--- config.mk ---
export PLATFORM = sky130hd
export DESIGN_NAME = julian_day_gregorian_date_convert_unit
export DESIGN_NICKNAME = d
export VERILOG_FILES = /design/src/rtl/jdgc_pkg.sv /design/src/rtl/jdgc_date_pipe.sv /design/src/rtl/jdgc_number_pipe.sv /design/src/rtl/julian_day_gregorian_date_convert_unit.sv
export SDC_FILE = /design/constraint.sdc
export NUM_CORES = 2
export LEC_CHECK = 0
export BUFFER_PORTS_ARGS = -buffer_cell sky130_fd_sc_hd__buf_2
export CORE_UTILIZATION = 30
export DETAILED_ROUTE_END_ITERATION = 7
export SLEW_MARGIN = 10
export SYNTH_ARGS = -nofsm -noshare
export SYNTH_HDL_FRONTEND = slang
export SYNTH_SLANG_ARGS = --single-unit
--- constraint.sdc ---
create_clock -name clk -period 9 [get_ports clk]
set_clock_uncertainty 0.15 [all_clocks]
set_input_delay 0.9 -clock clk [delete_from_list [all_inputs] [get_ports clk]]
set_output_delay 0.9 -clock clk [all_outputs]
set_load 0.01 [all_outputs]
--- src/rtl/jdgc_pkg.sv ---
// Shared types, constants and the month offset table for the day number / date converter.
`default_nettype none

package jdgc_pkg;

    // Request direction codes
    localparam logic REQ_TO_DATE   = 1'b0;
    localparam logic REQ_TO_NUMBER = 1'b1;

    // Register stages in each conversion pipeline
    localparam int unsigned PIPE_STAGES = 7;

    // Calendar constants
    localparam int unsigned MARCH_EPOCH = 1721119;
    localparam int unsigned CYCLE_DAYS  = 146097;
    localparam int unsigned QUAD_DAYS   = 1461;
    localparam int unsigned FIVE_MONTHS = 153;
    localparam int unsigned CENTURY     = 100;
    localparam int unsigned SPAN_LOW    = 1721060;
    localparam int unsigned SPAN_HIGH   = 5373484;
    localparam int unsigned YEAR_MAX    = 9999;
    localparam int unsigned YEAR_BIAS   = 400;
    localparam int unsigned LAST_MONTH  = 12;
    localparam int unsigned EPOCH_SHIFT = MARCH_EPOCH - CYCLE_DAYS;

    // Reciprocals for division by constants
    // Floor reciprocals leave an estimate at most one low; a compare and subtract fixes it.
    localparam int unsigned CYC_SHIFT  = 32;
    localparam longint unsigned CYC_RECIP = (64'd1 << CYC_SHIFT) / CYCLE_DAYS;
    localparam int unsigned QUAD_SHIFT = 20;
    localparam int unsigned QUAD_RECIP = (1 << QUAD_SHIFT) / QUAD_DAYS;
    localparam int unsigned FM_SHIFT   = 16;
    localparam int unsigned FM_RECIP   = (1 << FM_SHIFT) / FIVE_MONTHS;
    // Ceiling reciprocals are exact over the value ranges used here.
    localparam int unsigned CENT_SHIFT = 20;
    localparam int unsigned CENT_RECIP = ((1 << CENT_SHIFT) + CENTURY - 1) / CENTURY;
    localparam int unsigned FIVE_SHIFT = 10;
    localparam int unsigned FIVE_RECIP = ((1 << FIVE_SHIFT) + 4) / 5;

    typedef struct packed {
        logic        req_type;
        logic [22:0] day_number;
        logic [13:0] year_in;
        logic [3:0]  month_in;
        logic [4:0]  day_in;
    } jdgc_req_t;

    typedef struct packed {
        logic [22:0] day_number_out;
        logic [13:0] year_out;
        logic [3:0]  month_out;
        logic [4:0]  day_out;
        logic        range_error;
    } jdgc_rsp_t;

    // Output of the day number to date pipeline
    typedef struct packed {
        logic        range_error;
        logic [13:0] year;
        logic [3:0]  month;
        logic [4:0]  day;
    } jdgc_date_t;

    // Output of the date to day number pipeline
    typedef struct packed {
        logic        range_error;
        logic [22:0] day_number;
    } jdgc_num_t;

    // Days from March 1 to the first of a March-based month 0..11
    function automatic logic [8:0] month_offset(input logic [3:0] mon);
        logic [8:0] days;
        unique case (mon)
            4'd0:    days = 9'd0;
            4'd1:    days = 9'd31;
            4'd2:    days = 9'd61;
            4'd3:    days = 9'd92;
            4'd4:    days = 9'd122;
            4'd5:    days = 9'd153;
            4'd6:    days = 9'd184;
            4'd7:    days = 9'd214;
            4'd8:    days = 9'd245;
            4'd9:    days = 9'd275;
            4'd10:   days = 9'd306;
            4'd11:   days = 9'd337;
            default: days = 9'd0;
        endcase
        return days;
    endfunction

endpackage

`default_nettype wire

--- src/rtl/jdgc_date_pipe.sv ---
// Seven-stage pipeline that turns a Julian day number into year, month and day.
`default_nettype none

module jdgc_date_pipe (
    input  logic                 clk,
    input  jdgc_pkg::jdgc_req_t  req,
    output jdgc_pkg::jdgc_date_t date
);
    import jdgc_pkg::*;

    // Stage 1: rebase to March epoch, start the 400-year cycle quotient
    logic [21:0] shifted;
    logic        s1_err_reg, s1_err_next;
    logic [23:0] s1_q_reg, s1_q_next;
    logic [38:0] s1_prod_reg, s1_prod_next;

    // Stage 2: cycle remainder estimate
    logic [6:0]  s2_cent_est;
    logic        s2_err_reg;
    logic [6:0]  s2_cent_reg;
    logic [18:0] s2_rem_reg, s2_rem_next;

    // Stage 3: fix cycle quotient, start year-in-century quotient
    logic [17:0] s3_rem;
    logic        s3_err_reg;
    logic [6:0]  s3_cent_reg, s3_cent_next;
    logic [17:0] s3_u_reg, s3_u_next;
    logic [27:0] s3_prod_reg, s3_prod_next;

    // Stage 4: year remainder estimate
    logic [6:0]  s4_yic_est;
    logic        s4_err_reg;
    logic [6:0]  s4_cent_reg;
    logic [6:0]  s4_yic_reg;
    logic [11:0] s4_rem_reg, s4_rem_next;

    // Stage 5: fix year quotient, start month quotient
    logic [10:0] s5_rem;
    logic [10:0] s5_rem_up;
    logic [8:0]  s5_t;
    logic        s5_err_reg;
    logic [6:0]  s5_cent_reg;
    logic [6:0]  s5_yic_reg, s5_yic_next;
    logic [10:0] s5_u_reg, s5_u_next;
    logic [19:0] s5_prod_reg, s5_prod_next;

    // Stage 6: month remainder estimate, March-based year
    logic [3:0]  s6_mon_est;
    logic        s6_err_reg;
    logic [3:0]  s6_mon_reg;
    logic [8:0]  s6_rem_reg, s6_rem_next;
    logic [13:0] s6_year_reg, s6_year_next;

    // Stage 7: fix month, day of month, shift to January-based year
    logic [3:0]  s7_mon;
    logic [7:0]  s7_rem;
    logic [7:0]  s7_rem_up;
    logic [15:0] s7_day_prod;
    logic        s7_carry;
    jdgc_date_t  date_reg, date_next;

    always_comb
    begin
        s1_err_next  = (req.day_number < 23'(SPAN_LOW)) || (req.day_number > 23'(SPAN_HIGH));
        shifted      = 22'(req.day_number - 23'(EPOCH_SHIFT));
        s1_q_next    = {shifted, 2'b00} - 24'd1;
        s1_prod_next = 39'(s1_q_next) * 39'(CYC_RECIP);
    end

    always_comb
    begin
        s2_cent_est = s1_prod_reg[CYC_SHIFT +: 7];
        s2_rem_next = 19'(s1_q_reg - 24'(25'(s2_cent_est) * 25'(CYCLE_DAYS)));
    end

    always_comb
    begin
        if (s2_rem_reg >= 19'(CYCLE_DAYS))
        begin
            s3_rem       = 18'(s2_rem_reg - 19'(CYCLE_DAYS));
            s3_cent_next = s2_cent_reg + 7'd1;
        end
        else
        begin
            s3_rem       = s2_rem_reg[17:0];
            s3_cent_next = s2_cent_reg;
        end
        s3_u_next    = {s3_rem[17:2], 2'b11};
        s3_prod_next = 28'(s3_u_next) * 28'(QUAD_RECIP);
    end

    always_comb
    begin
        s4_yic_est  = s3_prod_reg[QUAD_SHIFT +: 7];
        s4_rem_next = 12'(s3_u_reg - 18'(18'(s4_yic_est) * 18'(QUAD_DAYS)));
    end

    always_comb
    begin
        if (s4_rem_reg >= 12'(QUAD_DAYS))
        begin
            s5_rem      = 11'(s4_rem_reg - 12'(QUAD_DAYS));
            s5_yic_next = s4_yic_reg + 7'd1;
        end
        else
        begin
            s5_rem      = s4_rem_reg[10:0];
            s5_yic_next = s4_yic_reg;
        end
        s5_rem_up    = s5_rem + 11'd4;
        s5_t         = s5_rem_up[10:2];
        s5_u_next    = {s5_t, 2'b00} + 11'(s5_t) - 11'd3;
        s5_prod_next = 20'(s5_u_next) * 20'(FM_RECIP);
    end

    always_comb
    begin
        s6_mon_est   = s5_prod_reg[FM_SHIFT +: 4];
        s6_rem_next  = 9'(s5_u_reg - 11'(11'(s6_mon_est) * 11'(FIVE_MONTHS)));
        s6_year_next = 14'(s5_cent_reg) * 14'(CENTURY) + 14'(s5_yic_reg);
    end

    always_comb
    begin
        if (s6_rem_reg >= 9'(FIVE_MONTHS))
        begin
            s7_rem = 8'(s6_rem_reg - 9'(FIVE_MONTHS));
            s7_mon = s6_mon_reg + 4'd1;
        end
        else
        begin
            s7_rem = s6_rem_reg[7:0];
            s7_mon = s6_mon_reg;
        end
        s7_rem_up   = s7_rem + 8'd5;
        s7_day_prod = 16'(s7_rem_up) * 16'(FIVE_RECIP);

        // January and February belong to the following calendar year
        if (s7_mon < 4'd10)
        begin
            date_next.month = s7_mon + 4'd3;
            s7_carry        = 1'b0;
        end
        else
        begin
            date_next.month = s7_mon - 4'd9;
            s7_carry        = 1'b1;
        end
        date_next.year        = s6_year_reg + 14'(s7_carry) - 14'(YEAR_BIAS);
        date_next.day         = s7_day_prod[FIVE_SHIFT +: 5];
        date_next.range_error = s6_err_reg;
    end

    always_ff @(posedge clk)
    begin
        s1_err_reg  <= s1_err_next;
        s1_q_reg    <= s1_q_next;
        s1_prod_reg <= s1_prod_next;

        s2_err_reg  <= s1_err_reg;
        s2_cent_reg <= s2_cent_est;
        s2_rem_reg  <= s2_rem_next;

        s3_err_reg  <= s2_err_reg;
        s3_cent_reg <= s3_cent_next;
        s3_u_reg    <= s3_u_next;
        s3_prod_reg <= s3_prod_next;

        s4_err_reg  <= s3_err_reg;
        s4_cent_reg <= s3_cent_reg;
        s4_yic_reg  <= s4_yic_est;
        s4_rem_reg  <= s4_rem_next;

        s5_err_reg  <= s4_err_reg;
        s5_cent_reg <= s4_cent_reg;
        s5_yic_reg  <= s5_yic_next;
        s5_u_reg    <= s5_u_next;
        s5_prod_reg <= s5_prod_next;

        s6_err_reg  <= s5_err_reg;
        s6_mon_reg  <= s6_mon_est;
        s6_rem_reg  <= s6_rem_next;
        s6_year_reg <= s6_year_next;

        date_reg    <= date_next;
    end

    assign date = date_reg;

endmodule

`default_nettype wire

--- src/rtl/jdgc_number_pipe.sv ---
// Seven-stage pipeline that turns year, month and day into a Julian day number.
`default_nettype none

module jdgc_number_pipe (
    input  logic                clk,
    input  jdgc_pkg::jdgc_req_t req,
    output jdgc_pkg::jdgc_num_t num
);
    import jdgc_pkg::*;

    localparam int unsigned PAD_STAGES = PIPE_STAGES - 4;

    // Stage 1: March-based year and month, day offset within the year
    logic [3:0]  s1_mon;
    logic        s1_err_reg, s1_err_next;
    logic [13:0] s1_year_reg, s1_year_next;
    logic [8:0]  s1_doff_reg, s1_doff_next;

    // Stage 2: century quotient product
    logic        s2_err_reg;
    logic [13:0] s2_year_reg;
    logic [8:0]  s2_doff_reg;
    logic [27:0] s2_prod_reg, s2_prod_next;

    // Stage 3: century and year within century
    logic [6:0]  s3_cent;
    logic        s3_err_reg;
    logic [6:0]  s3_cent_reg;
    logic [6:0]  s3_rem_reg, s3_rem_next;
    logic [8:0]  s3_doff_reg;

    // Stage 4: days in whole centuries and whole years
    logic [23:0] s4_cdays_full;
    logic [17:0] s4_rdays_full;
    logic        s4_err_reg;
    logic [21:0] s4_cdays_reg;
    logic [15:0] s4_rdays_reg;
    logic [8:0]  s4_doff_reg;

    // Stage 5 and padding
    jdgc_num_t   s5_next;
    jdgc_num_t   pad_reg [PAD_STAGES];

    always_comb
    begin
        s1_err_next = (req.year_in > 14'(YEAR_MAX)) || (req.month_in == 4'd0)
                   || (req.month_in > 4'(LAST_MONTH)) || (req.day_in == 5'd0);
        // Count from March so the leap day falls at the end of the year
        if (req.month_in > 4'd2)
        begin
            s1_mon       = req.month_in - 4'd3;
            s1_year_next = req.year_in + 14'(YEAR_BIAS);
        end
        else
        begin
            s1_mon       = req.month_in + 4'd9;
            s1_year_next = req.year_in + 14'(YEAR_BIAS) - 14'd1;
        end
        s1_doff_next = 9'(req.day_in) + month_offset(s1_mon);
    end

    assign s2_prod_next = 28'(s1_year_reg) * 28'(CENT_RECIP);

    always_comb
    begin
        s3_cent     = s2_prod_reg[CENT_SHIFT +: 7];
        s3_rem_next = 7'(s2_year_reg - 14'(14'(s3_cent) * 14'(CENTURY)));
    end

    always_comb
    begin
        s4_cdays_full = 24'(s3_cent_reg) * 24'(CYCLE_DAYS);
        s4_rdays_full = 18'(s3_rem_reg) * 18'(QUAD_DAYS);
    end

    always_comb
    begin
        s5_next.range_error = s4_err_reg;
        s5_next.day_number  = 23'(s4_cdays_reg) + 23'(s4_rdays_reg) + 23'(s4_doff_reg)
                            + 23'(EPOCH_SHIFT);
    end

    always_ff @(posedge clk)
    begin
        s1_err_reg  <= s1_err_next;
        s1_year_reg <= s1_year_next;
        s1_doff_reg <= s1_doff_next;

        s2_err_reg  <= s1_err_reg;
        s2_year_reg <= s1_year_reg;
        s2_doff_reg <= s1_doff_reg;
        s2_prod_reg <= s2_prod_next;

        s3_err_reg  <= s2_err_reg;
        s3_cent_reg <= s3_cent;
        s3_rem_reg  <= s3_rem_next;
        s3_doff_reg <= s2_doff_reg;

        s4_err_reg   <= s3_err_reg;
        s4_cdays_reg <= s4_cdays_full[23:2];
        s4_rdays_reg <= s4_rdays_full[17:2];
        s4_doff_reg  <= s3_doff_reg;

        // Hold the sum so both directions leave after the same number of stages
        pad_reg[0] <= s5_next;
        for (int i = 1; i < PAD_STAGES; i++)
        begin
            pad_reg[i] <= pad_reg[i-1];
        end
    end

    assign num = pad_reg[PAD_STAGES-1];

endmodule

`default_nettype wire

--- src/rtl/julian_day_gregorian_date_convert_unit.sv ---
// Top level of the Julian day number / Gregorian date converter.
`default_nettype none

// Converts a Julian day number to a proleptic Gregorian date (req_type 0) or
// a date to a day number (req_type 1), over 0000-01-01 .. 9999-12-31.
// Request channel: a transfer happens at each rising edge with start high and
// busy low. busy is always low, so a request may be issued every cycle.
// Result channel: done is high for one cycle with the result on rsp; that
// cycle's closing edge is the transfer. The receiver has no way to stall.
// Each request runs through two parallel 7-stage pipelines (one per direction)
// and then the output register that drives done and rsp, so throughput is one
// item per cycle.
// Fields of the unused direction read 0. An input outside the span sets
// range_error with every other field 0. Day values past the month end are
// counted on into the next month.
// Reset clears the valid chain and done; items in flight are dropped.
module julian_day_gregorian_date_convert_unit (
    input  logic                clk,
    input  logic                rst_n,
    input  logic                start,
    output logic                busy,
    input  jdgc_pkg::jdgc_req_t req,
    output logic                done,
    output jdgc_pkg::jdgc_rsp_t rsp
);
    import jdgc_pkg::*;

    localparam int unsigned RESULT_DELAY = PIPE_STAGES + 1;

    logic                   accept;
    logic [PIPE_STAGES-1:0] vld_reg, vld_next;
    logic [PIPE_STAGES-1:0] dir_reg, dir_next;
    logic                   done_reg, done_next;
    jdgc_rsp_t              rsp_reg, rsp_next;
    jdgc_date_t             date;
    jdgc_num_t              num;

    assign busy   = 1'b0;
    assign accept = start && !busy;

    jdgc_date_pipe u_date_pipe (
        .clk  (clk),
        .req  (req),
        .date (date)
    );

    jdgc_number_pipe u_number_pipe (
        .clk (clk),
        .req (req),
        .num (num)
    );

    // Advance valid and direction alongside the data
    always_comb
    begin
        vld_next  = {vld_reg[PIPE_STAGES-2:0], accept};
        dir_next  = {dir_reg[PIPE_STAGES-2:0], req.req_type};
        done_next = vld_reg[PIPE_STAGES-1];
    end

    always_comb
    begin
        rsp_next = '0;
        if (dir_reg[PIPE_STAGES-1] == REQ_TO_DATE)
        begin
            if (date.range_error)
            begin
                rsp_next.range_error = 1'b1;
            end
            else
            begin
                rsp_next.year_out  = date.year;
                rsp_next.month_out = date.month;
                rsp_next.day_out   = date.day;
            end
        end
        else
        begin
            if (num.range_error)
            begin
                rsp_next.range_error = 1'b1;
            end
            else
            begin
                rsp_next.day_number_out = num.day_number;
            end
        end
    end

    always_ff @(posedge clk or negedge rst_n)
    begin
        if (!rst_n)
        begin
            vld_reg  <= '0;
            done_reg <= 1'b0;
        end
        else
        begin
            vld_reg  <= vld_next;
            done_reg <= done_next;
        end
    end

    always_ff @(posedge clk)
    begin
        dir_reg <= dir_next;
        rsp_reg <= rsp_next;
    end

    assign done = done_reg;
    assign rsp  = rsp_reg;

`ifndef SYNTHESIS
    assert property (@(posedge clk) disable iff (!rst_n)
        accept |-> ##RESULT_DELAY done)
        else $error("request transfer without result transfer at fixed latency");

    assert property (@(posedge clk) disable iff (!rst_n)
        done |-> $past(accept, RESULT_DELAY))
        else $error("result transfer without matching request transfer");

    assert property (@(posedge clk) disable iff (!rst_n)
        done && rsp.range_error |-> rsp.day_number_out == '0 && rsp.year_out == '0
                                    && rsp.month_out == '0 && rsp.day_out == '0)
        else $error("range error result carries nonzero fields");

    assert property (@(posedge clk) disable iff (!rst_n)
        done && !rsp.range_error |-> (rsp.day_number_out != '0) != (rsp.month_out != '0))
        else $error("result mixes fields of both directions");
`endif

endmodule

`default_nettype wire
==> impl_metrics.csv <==
group,metric,value,unit
status,status,"finished, violations left",
status,violations,"design-rule violations",
routing,drc,16,
timing,period_share,92.2,%
yosys,yosys_warnings,0,
setup_path,arrival,8670,ps
yosys,synthSimpleGateAreaFrac,7.06,%
setup_path,r2r_end,"u_date_pipe.s5_prod_reg[19]$_DFF_P_",
hold_path,hp-class,"flop to flop",
global_route,grt_pass1_vias,24829,
yosys,synth_fa_ha_area_share,45.8,%
setup_path,crit_family,"compound AO/OA/AOI/OAI gates",
yosys,avgSynthCellArea,10.2,µm²
yosys,synthFlopType,"dfxtp_1",
floorplan,num_io_pins,99,
placement,io_buffers,97,
cells_and_area,finalNonFillerCells,5511,
placement,dp.cells,5416,
clock_network,clkSlewWorstSetupHoldPaths,60,ps
cells_and_area,syn_to_final_growth,11.9,%
setup_path,end_kind,"flop",
yosys,synthCells,3677,
floorplan,die_area,126000,µm²
timing,timing.final.ws_setup,702,ps
yosys,ys_types,87,
setup_path,reg2reg_depth,34,
setup_path,critPathMaxFanout,6,
timing,worst-slew-pin-transition,905,ps
global_route,grt_max_degree,25,
timing,finalCriticalPeriod,8300,ps
clock_network,cts_buffers,50,
cells_and_area,diodes,0,
yosys,synth.mux.area_fraction,0.110,%
hold_path,hold_depth,0,
routing,drt_iter0_drc,837,
hold_path,worstHoldStart,"u_date_pipe.s4_cent_reg[3]$_DFF_P_",
clock_network,htreeDepth,2,
timing,finalSetupTns,0,ps
cells_and_area,largest_reg_flops,72,
routing,wl_met3,2040,µm
timing,relSlewSlack,39.5,%
clock_network,clockRootBuffer,"clkbuf_16",
setup_path,critPathMaxStageDelay,540,ps
floorplan,die_y,356,µm
clock_network,clk_path_buf_depth,3,
cells_and_area,drive_above_1_share,6.61,%
clock_network,clkSinkCount,438,
routing,highest_layer,"met5",
clock_network,clk-insertion-delay-late,590,ps
hold_path,whs_endpoint,"u_date_pipe.s5_cent_reg[3]$_DFF_P_",
yosys,synth-edff-count,0,
timing,final_max_slew_viol_count,0,
clock_network,post_cts_buffers,0,
routing,routed_via_density,4.34,
yosys,synth-compound-area-share,7.54,%
yosys,synthXorXnorAreaFrac,7.57,%
placement,gp_congestion,0.834,
global_route,grt_pass1_wl,120000,µm
placement,dpl_worst_slack,450,ps
yosys,synth_area,37500,µm²
floorplan,core,124000,µm²
yosys,synth_nets,4864,
yosys,async_flop_share,1.83,%
routing,final_antenna_net_count,0,
setup_path,crit_required,9370,ps
routing,vias,23898,
routing,dr_wl_met2,32400,µm
timing,fmax,121,MHz
floorplan,rows,129,
timing,rsz0062_at_grt,"false",
setup_path,cp-start-kind,"flop",
timing,finalSetupViolCount,0,
global_route,grt_overflow,0,
yosys,synth_top_family_by_area,"adder cells",
setup_path,rr_startpoint,"u_date_pipe.s4_rem_reg[0]$_DFF_P_",
global_route,grt.total_usage,11.4,%
setup_path,critPathBufInv,4,
setup_path,r2r_setup_slack,700,ps
yosys,seq_area_frac_synth,23.5,%
floorplan,start_util,30.3,%
setup_path,crit_path_top_delay_cell,"fa_1",
setup_path,worstSetupPathType,"flop to flop",
yosys,ys_seq_elements,438,
floorplan,die_w,356,µm
routing,detail_route.wl_per_cell,12.7,µm
placement,dp_hpwl,59900,µm
global_route,antenna_found_initial,2,
routing,wl_met1,34600,µm
routing,wl,70100,µm
clock_network,cts_tree,"yes",
flow_run,drv_cap,0,
timing,hold_violations,0,
cells_and_area,nNetsFinal,5019,
routing,drtPass1Iterations,6,
-- worst max path at each step --
stage,slack [ps],depth (start not counted),endpoint,start
floorplan,1190,33,u_date_pipe.s5_prod_reg[19]$_DFF_P_,u_date_pipe.s4_rem_reg[0]$_DFF_P_
global placement,640,35,u_date_pipe.s5_prod_reg[19]$_DFF_P_,u_date_pipe.s4_rem_reg[0]$_DFF_P_
detailed placement,450,34,u_date_pipe.s5_prod_reg[19]$_DFF_P_,u_date_pipe.s4_rem_reg[2]$_DFF_P_
CTS,430,34,u_date_pipe.s5_prod_reg[19]$_DFF_P_,u_date_pipe.s4_rem_reg[2]$_DFF_P_
global route,20,33,u_date_pipe.s5_prod_reg[19]$_DFF_P_,u_date_pipe.s4_rem_reg[2]$_DFF_P_
finish,700,34,u_date_pipe.s5_prod_reg[19]$_DFF_P_,u_date_pipe.s4_rem_reg[0]$_DFF_P_
-- timing repair --
| action | 4_1_cts | 5_1_grt |
|---|---|---|
| hold endpoints to repair | 8 | 0 |
| hold buffers | 1 | 0 |
| resized for setup | 0 | 7 |
| endpoints found under the setup margin | 0 | 4 |
-- cells by family (layout without fill, tap and decap cells) --
logic type / after synthesis / after routing
adders and majority gates: 1138 / 1138
buffers and inverters: 837 / 1034
AOI/OAI and AO/OA: 429 / 429
DFF: 438 / 438
other: 1 / 1
and+or+nand+nor: 510 / 510
muxes: 4 / 4
xor gates and xnor gates: 320 / 320
-- per-layer routing --
layer  vias to the layer above  global-route usage [%]
met2                       260                    19.2
met5                         -                       0
met4                         4                    2.14
met3                        76                    1.50
li1                      12174                       -
met1                     11384                    15.5
-- layout by cell type (no fill, tap or decap), types with 45 or more instances in the layout --
cell type | synthesis | final
a21o_1 | 54 | 54
a21oi_1 | 122 | 120
and2_1 | 56 | 56
buf_2 | 4 | 97
clkbuf_16 | 0 | 52
dfxtp_1 | 430 | 430
fa_1 | 392 | 392
ha_1 | 745 | 745
inv_1 | 809 | 809
nand2_1 | 105 | 105
nor2_1 | 113 | 113
nor3_1 | 45 | 45
o21ai_0 | 74 | 74
xnor2_1 | 212 | 211
xor2_1 | 105 | 104
-- area by class of cell --
type	count	area [µm²]
repair buffers	131	743
multi-input cells	2402	25600
inverters	809	3040
fillers	12484	81800
well taps	1637	2050
clock inverters	29	370
clock buffers	65	1400
flip-flops and latches	438	8810
-- stage by stage --
step	utilization, %	area, µm²	hold WS (ps)
3_5_place_dp	32.4	40200	162
3_3_place_gp	32.4	40200	161
2_1_floorplan	-	37500	160
4_1_cts	33.9	41900	151
5_1_grt	33.9	42000	172
6_report	33.9	42000	156
-- synthesized netlist by cell type, drive strengths merged, types with 55 or more instances --
master  number  area share [%]
xor2       105             2.5
xnor2      213             5.0
inv        809             8.1
nand2      106             1.1
ha         745              25
o21ai       76             1.0
fa         392              21
dfxtp      430              23
a21o        55             1.1
nor2       113             1.1
a21oi      124             1.7
and2        57            0.96
Power is left out: the tool's default activity adds up to more than one toggle a clock period on the data nets, which glitch-free logic cannot reach.
